$ cat src/sv/sfe_pkg.sv
// shared types and constants for the stair led fade engine
// no dependencies; compiled before every other file

package sfe_pkg;

   localparam int MAX_LEDS_DEF = 64;   // default strip length
   localparam int CNT_W        = 7;    // count and zone register width
   localparam int IDX_W        = 6;    // led index field width
   localparam int LVL_W        = 8;    // brightness width
   localparam int TIME_W       = 32;   // timestamp width
   localparam int CSR_IDX_W    = 3;    // register index width
   localparam int CSR_DATA_W   = 8;    // register data width

   typedef enum logic [1:0] {
      OP_SET     = 2'd0,
      OP_EMERG   = 2'd1,
      OP_REFRESH = 2'd2
   } op_type;

   typedef enum logic [CSR_IDX_W-1:0] {
      CSR_STRIP_LEN   = 3'd0,
      CSR_ON_LEVEL    = 3'd1,
      CSR_OFF_LEVEL   = 3'd2,
      CSR_UP_STEP     = 3'd3,
      CSR_DOWN_STEP   = 3'd4,
      CSR_BOTTOM_ZONE = 3'd5,
      CSR_TOP_ZONE    = 3'd6
   } csr_index_type;

   typedef enum logic {
      ST_IDLE = 1'b0,
      ST_WALK = 1'b1
   } fsm_state_type;

   // per-led state carried around the ring
   typedef struct packed {
      logic [LVL_W-1:0]  level;
      logic              request;
      logic [TIME_W-1:0] stamp;
   } led_cell_type;

   typedef struct packed {
      logic [LVL_W-1:0] on_level;
      logic [LVL_W-1:0] off_level;
      logic [LVL_W-1:0] up_step;
      logic [LVL_W-1:0] down_step;
   } fade_cfg_type;

   // per-cycle control for the head of the ring
   typedef struct packed {
      op_type            op;
      logic              set_hit;
      logic              lit;
      logic [TIME_W-1:0] event_time;
      logic              in_range;
      logic              force_up;
   } fade_ctrl_type;

endpackage

$ cat src/sv/sfe_cell.sv
// one ring cell: holds the state of one led and passes it to its neighbor
// depends on sfe_pkg

module sfe_cell (
   input  logic                 clock,
   input  logic                 reset,
   input  logic                 shift,
   input  sfe_pkg::led_cell_type d_in,
   output sfe_pkg::led_cell_type q_out
);
   import sfe_pkg::*;

   led_cell_type cell_ff;
   led_cell_type cell_in;

   assign cell_in = shift ? d_in : cell_ff;

   always_ff @(posedge clock) begin
      if (reset) begin
         cell_ff <= '0;
      end else begin
         cell_ff <= cell_in;
      end
   end

   assign q_out = cell_ff;
endmodule

$ cat config.mk
export PLATFORM = sky130hd
export DESIGN_NAME = sfe_cell
export DESIGN_NICKNAME = d
export VERILOG_FILES = /design/src/sv/sfe_pkg.sv /design/src/sv/sfe_cell.sv
export SDC_FILE = /design/constraint.sdc
export NUM_CORES = 1
export LEC_CHECK = 0
export CORE_ASPECT_RATIO = 0.5
export CORE_MARGIN = 3
export CORE_UTILIZATION = 35
export CTS_BUF_LIST = sky130_fd_sc_hd__clkbuf_4 sky130_fd_sc_hd__clkbuf_8 sky130_fd_sc_hd__clkbuf_16
export CTS_CLUSTER_SIZE = 20
export DETAILED_ROUTE_END_ITERATION = 10
export DONT_BUFFER_PORTS = 1
export HOLD_SLACK_MARGIN = 0.1
export PLACE_DENSITY_LB_ADDON = 0.08
export SLEW_MARGIN = 10
export SYNTH_ARGS = -nofsm -noshare
export SYNTH_HDL_FRONTEND = slang
export SYNTH_SLANG_ARGS = --single-unit
export TNS_END_PERCENT = 30
$ cat constraint.sdc
create_clock -name clock -period 1.4 [get_ports clock]
set_input_delay 0.14 -clock clock [delete_from_list [all_inputs] [get_ports clock]]
set_output_delay 0.14 -clock clock [all_outputs]
set_load 0.02 [all_outputs]
==> impl_metrics.prom <==
# TYPE chip_impl_metric gauge
chip_impl_metric{name="via_count",unit=""} 1193
chip_impl_metric{name="synth-seq-area-share",unit=""} 0.544
chip_impl_metric{name="drtAntennaViolNets",unit=""} 0
chip_impl_metric{name="row_count",unit=""} 16
chip_impl_metric{name="antenna-diode-count",unit=""} 0
chip_impl_metric{name="antenna_violations_before_repair",unit=""} 0
chip_impl_metric{name="worst-endpoint-required",unit="ns"} 1.62
chip_impl_info{name="start_kind",value="flip-flop"} 1
chip_impl_metric{name="dieArea",unit="mm²"} 0.00518
chip_impl_metric{name="p_per_area",unit="mW/mm²"} 1120
chip_impl_info{name="status",value="complete, no violations"} 1
chip_impl_info{name="synth_area_leaders",value="dfxtp_1 (54%), mux2i_1 (27%), nor2_1 (9.5%)"} 1
chip_impl_metric{name="fin_worst_skew",unit="ns"} 0
chip_impl_metric{name="initialDrtViolationCount",unit=""} 18
chip_impl_info{name="yosysTopAreaCell",value="dfxtp_1"} 1
chip_impl_metric{name="total_routed_length",unit="µm"} 3490
chip_impl_metric{name="arrival",unit="ns"} 1.52
chip_impl_info{name="ctsRootBufferMaster",value="clkbuf_8"} 1
chip_impl_metric{name="slew_headroom",unit=""} 0.826
chip_impl_metric{name="grt_start_max_net_pins",unit=""} 42
chip_impl_metric{name="achievable-frequency",unit="MHz"} 770
chip_impl_metric{name="drv.max_cap_violation_count",unit=""} 0
chip_impl_metric{name="place_congestion",unit=""} 0.618
chip_impl_info{name="crit_path_category",value="reg -> reg"} 1
chip_impl_metric{name="grt_first_pass_wirelength",unit="µm"} 5600
chip_impl_metric{name="post-route-drc-count",unit=""} 0
chip_impl_metric{name="ff_latch_area",unit="µm²"} 821
chip_impl_metric{name="tightest_slew",unit="ns"} 0.261
chip_impl_metric{name="die-height",unit="µm"} 52.4
chip_impl_metric{name="finalWorstSetupSlack",unit="ns"} 0.101
chip_impl_metric{name="clk-insertion-delay-late",unit="ns"} 0.28
chip_impl_metric{name="h-tree-depth",unit=""} 2
chip_impl_metric{name="synth_cell_types",unit=""} 8
chip_impl_info{name="cts_tree",value="built"} 1
chip_impl_metric{name="syn_inst",unit=""} 133
chip_impl_metric{name="postSynthRegisterBits",unit=""} 41
chip_impl_metric{name="ir_worst_vdd",unit="µV"} 513
chip_impl_metric{name="min_period",unit="ns"} 1.30
chip_impl_metric{name="nets",unit=""} 256
chip_impl_info{name="end_kind",value="flip-flop"} 1
chip_impl_metric{name="tns",unit="ns"} 0
chip_impl_metric{name="synth_area_per_cell",unit="µm²"} 11.3
chip_impl_metric{name="final_hold_viol_count",unit=""} 0
chip_impl_metric{name="die_w",unit="µm"} 98.8
chip_impl_metric{name="wire_per_inst",unit="µm"} 13.1
chip_impl_metric{name="syn2layout_area_growth",unit="%"} 59.9
chip_impl_metric{name="flip_flop_count_of_the_largest_register_after_layout",unit=""} 41
chip_impl_metric{name="share_of_final_layout_standard_cells_stronger_than_drive_strength_1",unit=""} 0.0563
chip_impl_metric{name="critical_path_peak_fanout",unit=""} 2
chip_impl_metric{name="post-synth-top-area-fraction",unit=""} 0.544
chip_impl_metric{name="num-fill-cells",unit=""} 339
chip_impl_metric{name="grt_overflow_total",unit=""} 0
chip_impl_metric{name="io_pins",unit=""} 85
chip_impl_metric{name="count_of_input_and_output_buffers",unit=""} 0
chip_impl_metric{name="first_pass_iters",unit=""} 4
chip_impl_metric{name="clock-sinks",unit=""} 41
chip_impl_metric{name="viasPerCell",unit=""} 4.47
chip_impl_metric{name="cts-buffers-inserted",unit=""} 5
chip_impl_metric{name="place_worst_setup_slack",unit="ns"} 0.677
chip_impl_metric{name="first_global_vias",unit=""} 1212
chip_impl_metric{name="synthesis.yosys.warnings",unit=""} 0
chip_impl_metric{name="slew_violations",unit=""} 0
chip_impl_info{name="rsz0062_at_grt",value="false"} 1
chip_impl_metric{name="cts.clk_slew.worst_paths",unit="ns"} 0.08
chip_impl_metric{name="placeableCoreArea",unit="mm²"} 0.00402
chip_impl_metric{name="setup_failing_eps_final",unit=""} 0
chip_impl_metric{name="finalCritPeriodShare",unit=""} 0.928
chip_impl_metric{name="multi_input_comb_area",unit="µm²"} 572
chip_impl_metric{name="floorplan.initialDensity",unit=""} 0.375
chip_impl_metric{name="ctsLongestPathBuffers",unit=""} 2
chip_impl_metric{name="post_synth_instance_area",unit="mm²"} 0.00151
chip_impl_metric{name="mappedNetlistNets",unit=""} 177
chip_impl_metric{name="detailedPlacementHpwl",unit="µm"} 1800
chip_impl_metric{name="leakage",unit="µW"} 0.00103
chip_impl_info{name="worstHoldPathType",value="in -> reg"} 1
chip_impl_metric{name="groute.usage.overall",unit=""} 0.138
worst paths after layout:
| kind | startpoint | endpoint | slack [ns] | depth (start not counted) |
|---|---|---|---|---|
| setup / recovery | q_out[14]$_SDFFE_PP0P_ | q_out[14]$_SDFFE_PP0P_ | 0.10 | 3 |
| hold / removal | reset | q_out[3]$_SDFFE_PP0P_ | 0.16 | 2 |
| setup reg to reg | q_out[14]$_SDFFE_PP0P_ | q_out[14]$_SDFFE_PP0P_ | 0.10 | 3 |
| hold reg to reg | q_out[30]$_SDFFE_PP0P_ | q_out[30]$_SDFFE_PP0P_ | 1.14 | 3 |
routing by layer:
metal | track usage | wire length, µm | vias up
li1 | - | - | 595
met1 | 0.152 | 1440 | 550
met2 | 0.240 | 1680 | 48
met3 | 0.0730 | 372 | 0
met4 | 0.0272 | 0 | 0
met5 | 0 | 0 | -
cell type report:
cell class                 count  share of cell area
timing repair buffer          82               0.345
tap                           54              0.0280
clock buffer                   7              0.0374
multi-input combinational     82               0.237
clock inverter                 1              0.0125
sequential                    41               0.340
cell usage in the layout, fill, tap and decap left out, drive strengths merged:
cell type | synthesis | routed
bufinv | 0 | 1
buf | 9 | 1
dlygate4sd3 | 0 | 81
mux2i | 41 | 41
clkbuf | 1 | 7
nor2 | 41 | 41
dfxtp | 41 | 41
critical path: stages, from the launching register on:
cell,delay [ns]
dfxtp_1,0.47
mux2i_1,0.11
dlygate4sd3_1,0.57
nor2_1,0.09
power by group:
| group | leakage (µW) | internal [µW] | total [µW] | switching (µW) |
|---|---|---|---|---|
| registers | 0.000339 | 1240 | 1370 | 131 |
| clock network | 0.0000619 | 601 | 982 | 381 |
| logic | 0.000628 | 263 | 360 | 96.9 |
| total | 0.00103 | 2100 | 2710 | 609 |
repair_timing:
item,in CTS,in global routing
setup buffers,0,0
gates resized for setup,0,0
hold buffers,82,0
endpoints found under the hold margin,41,0
Yosys cell counts, drive strengths merged:
master / instances
dfxtp: 41
mux2i: 41
nor2: 41
buf: 9
clkbuf: 1
cells by family after synthesis:
kind of cell  after synthesis  synth area share
buf+inv                    10            0.0763
flops                      41             0.544
simple gates               41             0.107
mux                        41             0.272
per-stage QoR:
| step | hold WS [ns] | utilization | cell area, µm² | cells | power, µW |
|---|---|---|---|---|---|
| after floorplan | 0.287 | - | 1510 | 133 | 1550 |
| after global placement | 0.212 | 0.363 | 1460 | 177 | 1500 |
| after detailed placement | 0.212 | 0.363 | 1460 | 177 | 1500 |
| after CTS | 0.141 | 0.599 | 2410 | 267 | 2750 |
| after global routing | 0.145 | 0.599 | 2410 | 267 | 2850 |
| final | 0.156 | 0.599 | 2410 | 267 | 2710 |
Power figures use the tool's default switching activity.
